==> src/design/rc4_stream_cipher_macros.svh <==
// Assertion macros for the RC4 stream cipher RTL.
// Every macro samples on clk and is disabled while arst_n is low.
`ifndef RC4_STREAM_CIPHER_MACROS_SVH
`define RC4_STREAM_CIPHER_MACROS_SVH

// Consequent holds in the same cycle as the antecedent.
`define RC4_ASSERT_NOW(label, ante, cons, msg) \
	label: assert property (@(posedge clk) disable iff (!arst_n) (ante) |-> (cons)) \
		else $error(msg);

// Consequent holds in the cycle after the antecedent.
`define RC4_ASSERT_NEXT(label, ante, cons, msg) \
	label: assert property (@(posedge clk) disable iff (!arst_n) (ante) |=> (cons)) \
		else $error(msg);

// Consequent holds a fixed number of cycles after the antecedent.
`define RC4_ASSERT_DELAY(label, ante, n, cons, msg) \
	label: assert property (@(posedge clk) disable iff (!arst_n) (ante) |-> ##n (cons)) \
		else $error(msg);

`endif

==> src/design/rc4_ram.sv <==
// Generic single-write, single-read RAM with registered read data.
// Read returns the old contents on a same-address write. No dependencies.
`timescale 1ns / 1ps

module rc4_ram #(
	parameter int WIDTH = 8,
	parameter int DEPTH = 256,
	localparam int AW = (DEPTH > 1) ? $clog2(DEPTH) : 1
) (
	input  logic             clk,
	input  logic             we,
	input  logic [AW-1:0]    waddr,
	input  logic [WIDTH-1:0] wdata,
	input  logic             re,
	input  logic [AW-1:0]    raddr,
	output logic [WIDTH-1:0] rdata
);

	logic [WIDTH-1:0] mem_q [DEPTH];
	logic [WIDTH-1:0] rdata_q;

	always_ff @(posedge clk) begin
		if (we) begin
			mem_q[waddr] <= wdata;
		end
		if (re) begin
			rdata_q <= mem_q[raddr];
		end
	end

	assign rdata = rdata_q;

endmodule

==> config.mk <==
export PLATFORM = sky130hd
export DESIGN_NAME = rc4_ram
export DESIGN_NICKNAME = d
export VERILOG_FILES = /design/src/design/rc4_stream_cipher_macros.svh /design/src/design/rc4_ram.sv
export SDC_FILE = /design/constraint.sdc
export NUM_CORES = 2
export LEC_CHECK = 0
export BUFFER_PORTS_ARGS = -buffer_cell sky130_fd_sc_hd__buf_4
export CORE_MARGIN = 8
export CORE_UTILIZATION = 29
export DETAILED_ROUTE_END_ITERATION = 8
export PLACE_DENSITY = 0.45
export SKIP_LAST_GASP = 1
export SLEW_MARGIN = 20
export SYNTH_ARGS = -nofsm -noshare
export SYNTH_HDL_FRONTEND = slang
export SYNTH_SLANG_ARGS = --single-unit
==> constraint.sdc <==
create_clock -name clk -period 2.79 [get_ports clk]
set_clock_uncertainty 0.1 [all_clocks]
set_input_delay 0.279 -clock clk [delete_from_list [all_inputs] [get_ports clk]]
set_output_delay 0.279 -clock clk [all_outputs]
set_load 0.005 [all_outputs]
==> results.cfg <==
[placement]
gp_congestion = 0.815
dpl.hpwl_um = 152000
numPortBuffers = 34

[clock_network]
clk_path_buf_depth = 3
post-cts-setup-buffer-count = 0
cts_sinks = 2056
root_buffer = clkbuf_16
cts_max_level = 4
clkSlewWorstSetupHoldPaths_ps = 60
cts_tree = built
cts_buffers = 214
clk_latency_ps = 890

[cells_and_area]
fin_util_pct = 35.3
multiInputGateArea_um2 = 16600
synthToLayoutAreaGrowth_pct = 21.3
num-fill-cells = 25500
layout-drive-gt1-share_pct = 32.9
regArea_um2 = 61700
fin_nets = 4506

[timing]
rsz0062_at_grt = false
setup_viol = 0
min_period_ps = 2770
slew_violations = 0
fmax_mhz = 361
worstMarginPinSlew_ps = 935
slew_headroom_pct = 37.2
finalSetupTns_ps = 0
hold_viol = 0
post-route-period-util_pct = 99.4

[drt]
first_iter_violations = 3670
vias = 40300
wl_per_cell_um = 27.8
vias_per_cell = 4.89
first_pass_iters = 6
postRouteAntennaNets = 0
finalWirelength_um = 229000
drc_errors = 0

[power_and_ir_drop]
ir_drop_uv = 691
p_per_area_nw_per_um2 = 684
power.leakage_nw = 30.8

[critical_path]
cp_slowest_cell = nor3_1
crit_top_cell = mux4_2
timing.rr.end = rdata[2]
cp_cell_sequence = mux4_2 -> mux4_2 -> nor2_1 -> a2111oi_0 -> nor3_1 -> nor4_2
regToRegSetupSlack_ps = 20
worstSetupPathType = flop to flop
critPathLaunchType = flop
max_stage_delay_ps = 740
required_ps = 3280
critPathCaptureType = flop
critPathCapture = rdata[2]
worstReg2RegStart = mem_q[136][2]
cp-startpoint = mem_q[136][2]
cp.arrival_ps = 3260
rr_worst_depth = 6
cp_max_fo = 1

[grt]
grt_pass1_wl_um = 324000
grt_max_degree = 88
antenna_found_initial = 13
overflow = 0
grt_use_total_pct = 15.3
grt_pass1_vias = 41700

[synth]
ys_async_sr_fraction_pct = 0
avgSynthCellArea_um2 = 21.3
synth_seq_cells = 2056
synth_cell_types = 54
syn_nets = 3760
synth_top_cell_by_area = edfxtp_1
ys_top_cells_by_area = edfxtp_1 (78%), mux4_2 (13%), mux2i_1 (1.7%)
synth_commonest_cells = edfxtp_1 (2,056), mux4_2 (454), nor2_1 (282), mux2i_1 (134), a22oi_1 (133)
syn-cell-area_um2 = 79600
yosys_most_used_dff = edfxtp_1
netlist.area_leader.share_pct = 77.5
ys_warn_count = 0
yosysMostFrequentCell = edfxtp_1
yosysSeqAreaShare_pct = 77.5
synthCells = 3733
synth_edf_count = 2056

[floorplanning]
coreArea_um2 = 273000
io_pins = 35
rows = 192
die_h_um = 540
die_area_um2 = 292000
die_w_um = 540
start_util_pct = 29.1

[worst_hold_path]
hold_class = primary input to flop
worstHoldPathCells = 4

[flow_run]
maxCapViolations = 0

[outcome]
status = finished clean
worst min path at each step:
stage	start	end	slack (ps)
after floorplan	wdata[0]	mem_q[0][0]	280
after global placement	re	rdata[3]	510
after detailed placement	re	rdata[3]	510
after CTS	waddr[0]	mem_q[67][4]	10
after global routing	waddr[0]	mem_q[199][4]	70
final	waddr[0]	mem_q[199][2]	100
placed cells by master, fill, tap and decap left out, types with 46 or more instances in the layout:
master	count
clkbuf_16	214
buf_12	80
mux4_2	454
mux2i_1	134
nor2_1	279
a22oi_1	133
o221ai_1	46
clkinv_1	52
buf_4	658
edfxtp_1	2056
a21oi_1	96
power by group:
| part | total [mW] | switching, mW | internal, mW | leakage [nW] |
|---|---|---|---|---|
| clock network | 28.2 | 12.2 | 16.0 | 3.33 |
| logic | 3.77 | 2.25 | 1.51 | 9.01 |
| registers | 34.1 | 0.0565 | 34.1 | 18.5 |
| total | 66.1 | 14.5 | 51.6 | 30.8 |
kinds of logic (layout without fill, tap and decap cells):
family / Yosys count / in the layout / share of synthesized area [%]
flops: 2056 / 2056 / 77.5
other cells: 0 / 6 / 0
buf+inv: 235 / 1151 / 1.83
mux: 591 / 591 / 14.6
compound gates: 385 / 385 / 3.42
simple gates: 466 / 466 / 2.63
flip-flops by register name (all words and copies together), names as in the netlist:
signal,count
rdata,8
mem_q,2048
per-stage QoR:
stage          instances  power, mW  setup WS [ps]  instance area [µm²]  hold WS [ps]
3_3_place_gp        7837       38.6           -992                89500           506
2_1_floorplan       3733       36.4            335                79600           278
4_1_cts             8238       66.9           8.27                96500          14.6
3_5_place_dp        7837       38.6           -997                89500           509
6_report            8244       66.1           17.8                96600          97.1
5_1_grt             8242       68.1           7.86                96600          70.8
timing repair:
item,4_1_cts,5_1_grt
gates cloned,0,0
setup endpoints to repair,5,1
gates resized for setup,6,1
hold buffers,15,0
endpoints found under the hold margin,890,0
critical path, delay by kind of cell, from the launching register on:
kind | cells | cell delay [ps]
DFF | 1 | 390
AOI/OAI and AO/OA | 1 | 100
muxes | 2 | 940
and+or+nand+nor | 3 | 960
final cells by class:
type / count / area share (%)
timing repair buffer: 763 / 7.09
clock buffer: 258 / 5.72
inverter: 2 / 0.00777
clock inverter: 128 / 1.42
tap: 3589 / 4.65
multi-input combinational: 1442 / 17.2
antenna: 6 / 0.0155
sequential: 2056 / 63.9
per-layer routing:
| layer | vias up | share of wire [%] | GRT usage (%) |
|---|---|---|---|
| met5 | - | 0 | 0 |
| met4 | 0 | 2.8 | 4.44 |
| met3 | 293 | 5.0 | 2.39 |
| met2 | 1081 | 48 | 25.1 |
| met1 | 21700 | 44 | 21.2 |
| li1 | 17200 | - | - |
Power figures use the tool's default switching activity.
