[config.mk]
export PLATFORM = sky130hd
export DESIGN_NAME = rc4_perm
export DESIGN_NICKNAME = d
export VERILOG_FILES = /design/src/design/rc4_stream_cipher_macros.svh /design/src/design/rc4_pkg.sv /design/src/design/rc4_ram.sv /design/src/design/rc4_perm.sv
export SDC_FILE = /design/constraint.sdc
export NUM_CORES = 2
export LEC_CHECK = 0
export BUFFER_PORTS_ARGS = -buffer_cell sky130_fd_sc_hd__buf_2
export CAP_MARGIN = 20
export CORE_ASPECT_RATIO = 1.25
export CORE_MARGIN = 5
export CORE_UTILIZATION = 44
export CTS_CLUSTER_DIAMETER = 120
export DETAILED_ROUTE_END_ITERATION = 10
export SLEW_MARGIN = 0
export SYNTH_ARGS = -nofsm -noshare
export SYNTH_HDL_FRONTEND = slang
export SYNTH_SLANG_ARGS = --single-unit
[constraint.sdc]
create_clock -name clk -period 2.2 [get_ports clk]
set_input_delay 0.33 -clock clk [delete_from_list [all_inputs] [get_ports clk]]
set_output_delay 0.33 -clock clk [all_outputs]
set_load 0.05 [all_outputs]
[src/design/rc4_stream_cipher_macros.svh]
// Assertion macros for the RC4 stream cipher RTL.
// Every macro samples on clk and is disabled while arst_n is low.
`ifndef RC4_STREAM_CIPHER_MACROS_SVH
`define RC4_STREAM_CIPHER_MACROS_SVH

// Consequent holds in the same cycle as the antecedent.
`define RC4_ASSERT_NOW(label, ante, cons, msg) \
	label: assert property (@(posedge clk) disable iff (!arst_n) (ante) |-> (cons)) \
		else $error(msg);

// Consequent holds in the cycle after the antecedent.
`define RC4_ASSERT_NEXT(label, ante, cons, msg) \
	label: assert property (@(posedge clk) disable iff (!arst_n) (ante) |=> (cons)) \
		else $error(msg);

// Consequent holds a fixed number of cycles after the antecedent.
`define RC4_ASSERT_DELAY(label, ante, n, cons, msg) \
	label: assert property (@(posedge clk) disable iff (!arst_n) (ante) |-> ##n (cons)) \
		else $error(msg);

`endif

[src/design/rc4_pkg.sv]
// Shared types and constants for the RC4 stream cipher.
// No dependencies; every other design file but rc4_ram and the macro header imports this package.
`timescale 1ns / 1ps

package rc4_pkg;

	localparam int BYTE_W          = 8;
	localparam int TABLE_DEPTH     = 256;
	localparam int MAX_KEY_BYTES_D = 256;

	typedef logic [BYTE_W-1:0] byte_t;

	localparam byte_t STEP_LAST = 8'hFF;

	// Item op codes
	localparam logic OP_KEY  = 1'b0;
	localparam logic OP_DATA = 1'b1;

	// Sequencer states
	typedef enum logic [7:0] {
		ST_IDLE = 8'b0000_0001,
		ST_D_J  = 8'b0000_0010,
		ST_D_T  = 8'b0000_0100,
		ST_D_OUT= 8'b0000_1000,
		ST_K_RD = 8'b0001_0000,
		ST_K_J  = 8'b0010_0000,
		ST_K_W1 = 8'b0100_0000,
		ST_K_W2 = 8'b1000_0000
	} state_t;

	// Access to the permutation table
	typedef struct packed {
		logic  clear;
		logic  we;
		byte_t waddr;
		byte_t wdata;
		logic  re;
		byte_t raddr;
	} perm_req_t;

endpackage

[src/design/rc4_ram.sv]
// Generic single-write, single-read RAM with registered read data.
// Read returns the old contents on a same-address write. No dependencies.
`timescale 1ns / 1ps

module rc4_ram #(
	parameter int WIDTH = 8,
	parameter int DEPTH = 256,
	localparam int AW = (DEPTH > 1) ? $clog2(DEPTH) : 1
) (
	input  logic             clk,
	input  logic             we,
	input  logic [AW-1:0]    waddr,
	input  logic [WIDTH-1:0] wdata,
	input  logic             re,
	input  logic [AW-1:0]    raddr,
	output logic [WIDTH-1:0] rdata
);

	logic [WIDTH-1:0] mem_q [DEPTH];
	logic [WIDTH-1:0] rdata_q;

	always_ff @(posedge clk) begin
		if (we) begin
			mem_q[waddr] <= wdata;
		end
		if (re) begin
			rdata_q <= mem_q[raddr];
		end
	end

	assign rdata = rdata_q;

endmodule

[src/design/rc4_perm.sv]
// Permutation table: RAM plus per-entry valid bits; an invalid entry reads as its index.
// Depends on rc4_pkg and rc4_ram.
`timescale 1ns / 1ps

module rc4_perm import rc4_pkg::*; (
	input  logic      clk,
	input  logic      arst_n,
	input  perm_req_t req,
	output byte_t     rdata
);

	logic [TABLE_DEPTH-1:0] vld_q;
	logic                   rd_vld_q;
	byte_t                  rd_addr_q;
	byte_t                  ram_rdata;

	rc4_ram #(
		.WIDTH(BYTE_W),
		.DEPTH(TABLE_DEPTH)
	) u_ram (
		.clk  (clk),
		.we   (req.we),
		.waddr(req.waddr),
		.wdata(req.wdata),
		.re   (req.re),
		.raddr(req.raddr),
		.rdata(ram_rdata)
	);

	// Clear drops every entry back to identity at once.
	always_ff @(posedge clk or negedge arst_n) begin
		if (!arst_n) begin
			vld_q <= '0;
		end else if (req.clear) begin
			vld_q <= '0;
		end else if (req.we) begin
			vld_q[req.waddr] <= 1'b1;
		end
	end

	always_ff @(posedge clk) begin
		if (req.re) begin
			rd_vld_q  <= vld_q[req.raddr];
			rd_addr_q <= req.raddr;
		end
	end

	assign rdata = rd_vld_q ? ram_rdata : rd_addr_q;

endmodule
==> results.sh <==
export IMPL_required_ps=2810
export IMPL_antenna_found_initial=14
export IMPL_portBuffers=36
export IMPL_synth_warnings=0
export IMPL_period_needed_ps=2600
export IMPL_max_cap_violations=0
export IMPL_cts_path_max_buffers=3
export IMPL_setup_worst_path_start_class="register"
export IMPL_final_setup_viol_count=17
export IMPL_grt_max_degree=97
export IMPL_via_per_inst=5.83
export IMPL_fin_setup_tns_ps=-2990
export IMPL_dp_slack_ps=-1600
export IMPL_cp_max_fo=2
export IMPL_wl_per_cell_um=29.3
export IMPL_grt_total_usage=0.230
export IMPL_clock_sinks=2321
export IMPL_internal_power_uw=72300
export IMPL_hold_violations=0
export IMPL_fmax_mhz=385
export IMPL_pwr_share_clk=0.414
export IMPL_ys_ff_latch=2321
export IMPL_highest_layer="met5"
export IMPL_grt_pass1_vias=50698
export IMPL_final_common_cell="edfxtp_1"
export IMPL_wl_um=250000
export IMPL_cts_tree="yes"
export IMPL_critPathKind="register to register"
export IMPL_vias=49703
export IMPL_grt_overflow=0
export IMPL_yosysSeqAreaShare=0.752
export IMPL_drive_above_1_share=0.304
export IMPL_die_w_um=417
export IMPL_mostFrequentLayoutCells="edfxtp_1, nor2_1, buf_4"
export IMPL_switching_share=0.213
export IMPL_gp_congestion=0.867
export IMPL_avgSynthCellArea_um2=18.9
export IMPL_cts_htree_levels=4
export IMPL_hpwlAfterDp_um=168000
export IMPL_slew_limit_headroom=0.407
export IMPL_nNetsFinal=5629
export IMPL_drtAntennaViolNets=0
export IMPL_drt_met1_wl_um=98200
export IMPL_seq_power_share=0.524
export IMPL_status="finished with violations"
export IMPL_setup_ws_ps=-397
export IMPL_placedInstanceArea_mm2=0.100
export IMPL_fp_dieH_um=518
export IMPL_rsz0062_at_grt="true"
export IMPL_met3_length_um=17000
export IMPL_synthCells=4820
export IMPL_arrival_ps=3200
export IMPL_core_mm2=0.206
export IMPL_power_uw=91900
export IMPL_violations="setup timing"
export IMPL_hold_class="input port to register"
export IMPL_first_pass_iters=5
export IMPL_drv_slew=0
export IMPL_peakVddDrop_uv=876
export IMPL_initial_core_util=0.442
export IMPL_p_leak_uw=0.0375
export IMPL_crit_path_end_kind="register"
export IMPL_grt_pass1_wl_um=362000
export IMPL_fin_skew_ps=31.8
export IMPL_combinationalPowerShare=0.062
export IMPL_clk_pin_slew_ps=70
export IMPL_tightest_slew_ps=883
export IMPL_root_buffer="clkbuf_16"
export IMPL_cts_buffers=212
export IMPL_yosysUniqueCellTypes=50
export IMPL_min_period_over_period=1.18
export IMPL_io_pin_count=37
export IMPL_netlist_area_mm2=0.0910
export IMPL_insertion_delay_ps=850
export IMPL_drt_iter0_markers=5506
export IMPL_final_cell_area_mm2=0.109
export IMPL_num_rows=186
export IMPL_p_switching_uw=19600
export IMPL_area_growth_synth_to_final_pct=19.4
export IMPL_syn_nets=4849
export IMPL_fill_cells=16195
export IMPL_wl_met2_um=124000
export IMPL_fp_dieArea_mm2=0.216
export IMPL_power_per_cell_area_mw_per_mm2=846
export IMPL_drc_errors=0
[worst max-delay path, cell delays in order, from the launching register on]
cell,delay [ps]
dfrtp_1,390
mux4_4,600
mux4_2,540
a311o_1,350
nor3_2,230
a21oi_1,70
and3_1,180
[timing repair]
| action | in CTS | in global routing |
|---|---|---|
| pin swaps | 13 | 11 |
| hold buffers | 14 | 0 |
| buffers inserted | 0 | 0 |
| setup endpoints to repair | 17 | 17 |
| cloned | 1 | 1 |
| resized for setup | 100 | 32 |
| endpoints found under the hold margin | 400 | 0 |
[area by class of cell]
type                            instances  area (um^2)  area share
Multi-Input combinational cell       2199        21500       0.198
Timing Repair Buffer                  862         8000      0.0736
Inverter                                4         18.8    0.000173
Sequential cell                      2321        68400       0.630
Clock buffer                          286         5970      0.0550
Tap cell                             2726         3410      0.0314
Clock inverter                        112         1280      0.0118
Antenna cell                           15         37.5    0.000346
[routing by layer]
metal	global-route usage	up-vias
li1	-	20953
met4	0.0855	4
met3	0.0406	428
met5	0	-
met1	0.305	26335
met2	0.382	1983
[worst paths after layout]
check | from | cells past startpoint | slack [ps] | to
max in group asynchronous | arst_n | 3 | 1400 | vld_q[251]
worst min-delay path | req[14] | 1 | 50 | u_ram.mem_q[65][5]
worst max register to register | vld_q[235] | 6 | -400 | rd_vld_q
min in group asynchronous | arst_n | 3 | 120 | vld_q[252]
worst max-delay path | vld_q[235] | 6 | -400 | rd_vld_q
worst min register to register | vld_q[230] | 2 | 490 | vld_q[230]
[sequential cells by signal (all words and copies together), names as in the netlist]
| name | flops |
|---|---|
| u_ram.mem_q | 2048 |
| rd_addr_q | 8 |
| u_ram.rdata | 8 |
| vld_q | 256 |
| rd_vld_q | 1 |
[kinds of logic (layout without fill, tap and decap cells)]
| kind of cell | count (synthesis) | in the layout | synth area share |
|---|---|---|---|
| other cells | 0 | 15 | 0 |
| compound gates | 455 | 455 | 0.0363 |
| flops | 2321 | 2321 | 0.752 |
| simple gates | 950 | 950 | 0.0427 |
| mux | 794 | 794 | 0.151 |
| buf+inv | 300 | 1264 | 0.0185 |
[stage by stage]
step | hold slack, ps | utilization | instances
6_report | 54.8 | 0.528 | 8525
3_3_place_gp | 183 | 0.488 | 8098
2_1_floorplan | 34.4 | - | 4820
4_1_cts | 33.8 | 0.527 | 8511
5_1_grt | 34.7 | 0.528 | 8514
3_5_place_dp | 187 | 0.488 | 8098
[synth_stat cells, drive strengths merged]
cell type / instances / area [um^2]
a2111oi: 2 / 17.5
a211o: 2 / 17.5
a211oi: 11 / 82.6
a21oi: 110 / 551
a221o: 2 / 20.0
a221oi: 12 / 105
a22o: 12 / 105
a22oi: 8 / 60.1
a311o: 7 / 70.1
a311oi: 5 / 43.8
a31oi: 8 / 50.1
a41oi: 1 / 8.76
and2: 3 / 18.8
and3: 9 / 56.3
buf: 151 / 1120
clkbuf: 145 / 544
dfrtp: 256 / 6410
edfxtp: 2065 / 62000
inv: 4 / 15.0
mux2: 15 / 169
mux2i: 322 / 3220
mux4: 457 / 10300
nand2: 66 / 248
nand2b: 7 / 43.8
nand3: 30 / 150
nand4: 9 / 56.3
nor2: 728 / 2730
nor2b: 14 / 87.6
nor3: 51 / 275
nor3b: 3 / 22.5
nor4: 7 / 43.8
o21ai: 8 / 40.0
o21ba: 30 / 300
o221ai: 125 / 1090
o22ai: 94 / 588
o311ai: 6 / 52.6
o31ai: 3 / 22.5
o32ai: 9 / 78.8
or2: 6 / 37.5
or3: 9 / 56.3
or4: 8 / 60.1
[power by group through the flow]
stage / sequential, uW / combinational, uW / clock [uW]
after global placement: 49100 / 5460 / 0
final: 48200 / 5740 / 38000
after detailed placement: 49100 / 5510 / 0
after CTS: 48100 / 5720 / 38600
after floorplan: 49100 / 2620 / 0
after global routing: 48100 / 6020 / 40500
Power figures use the tool's default switching activity.
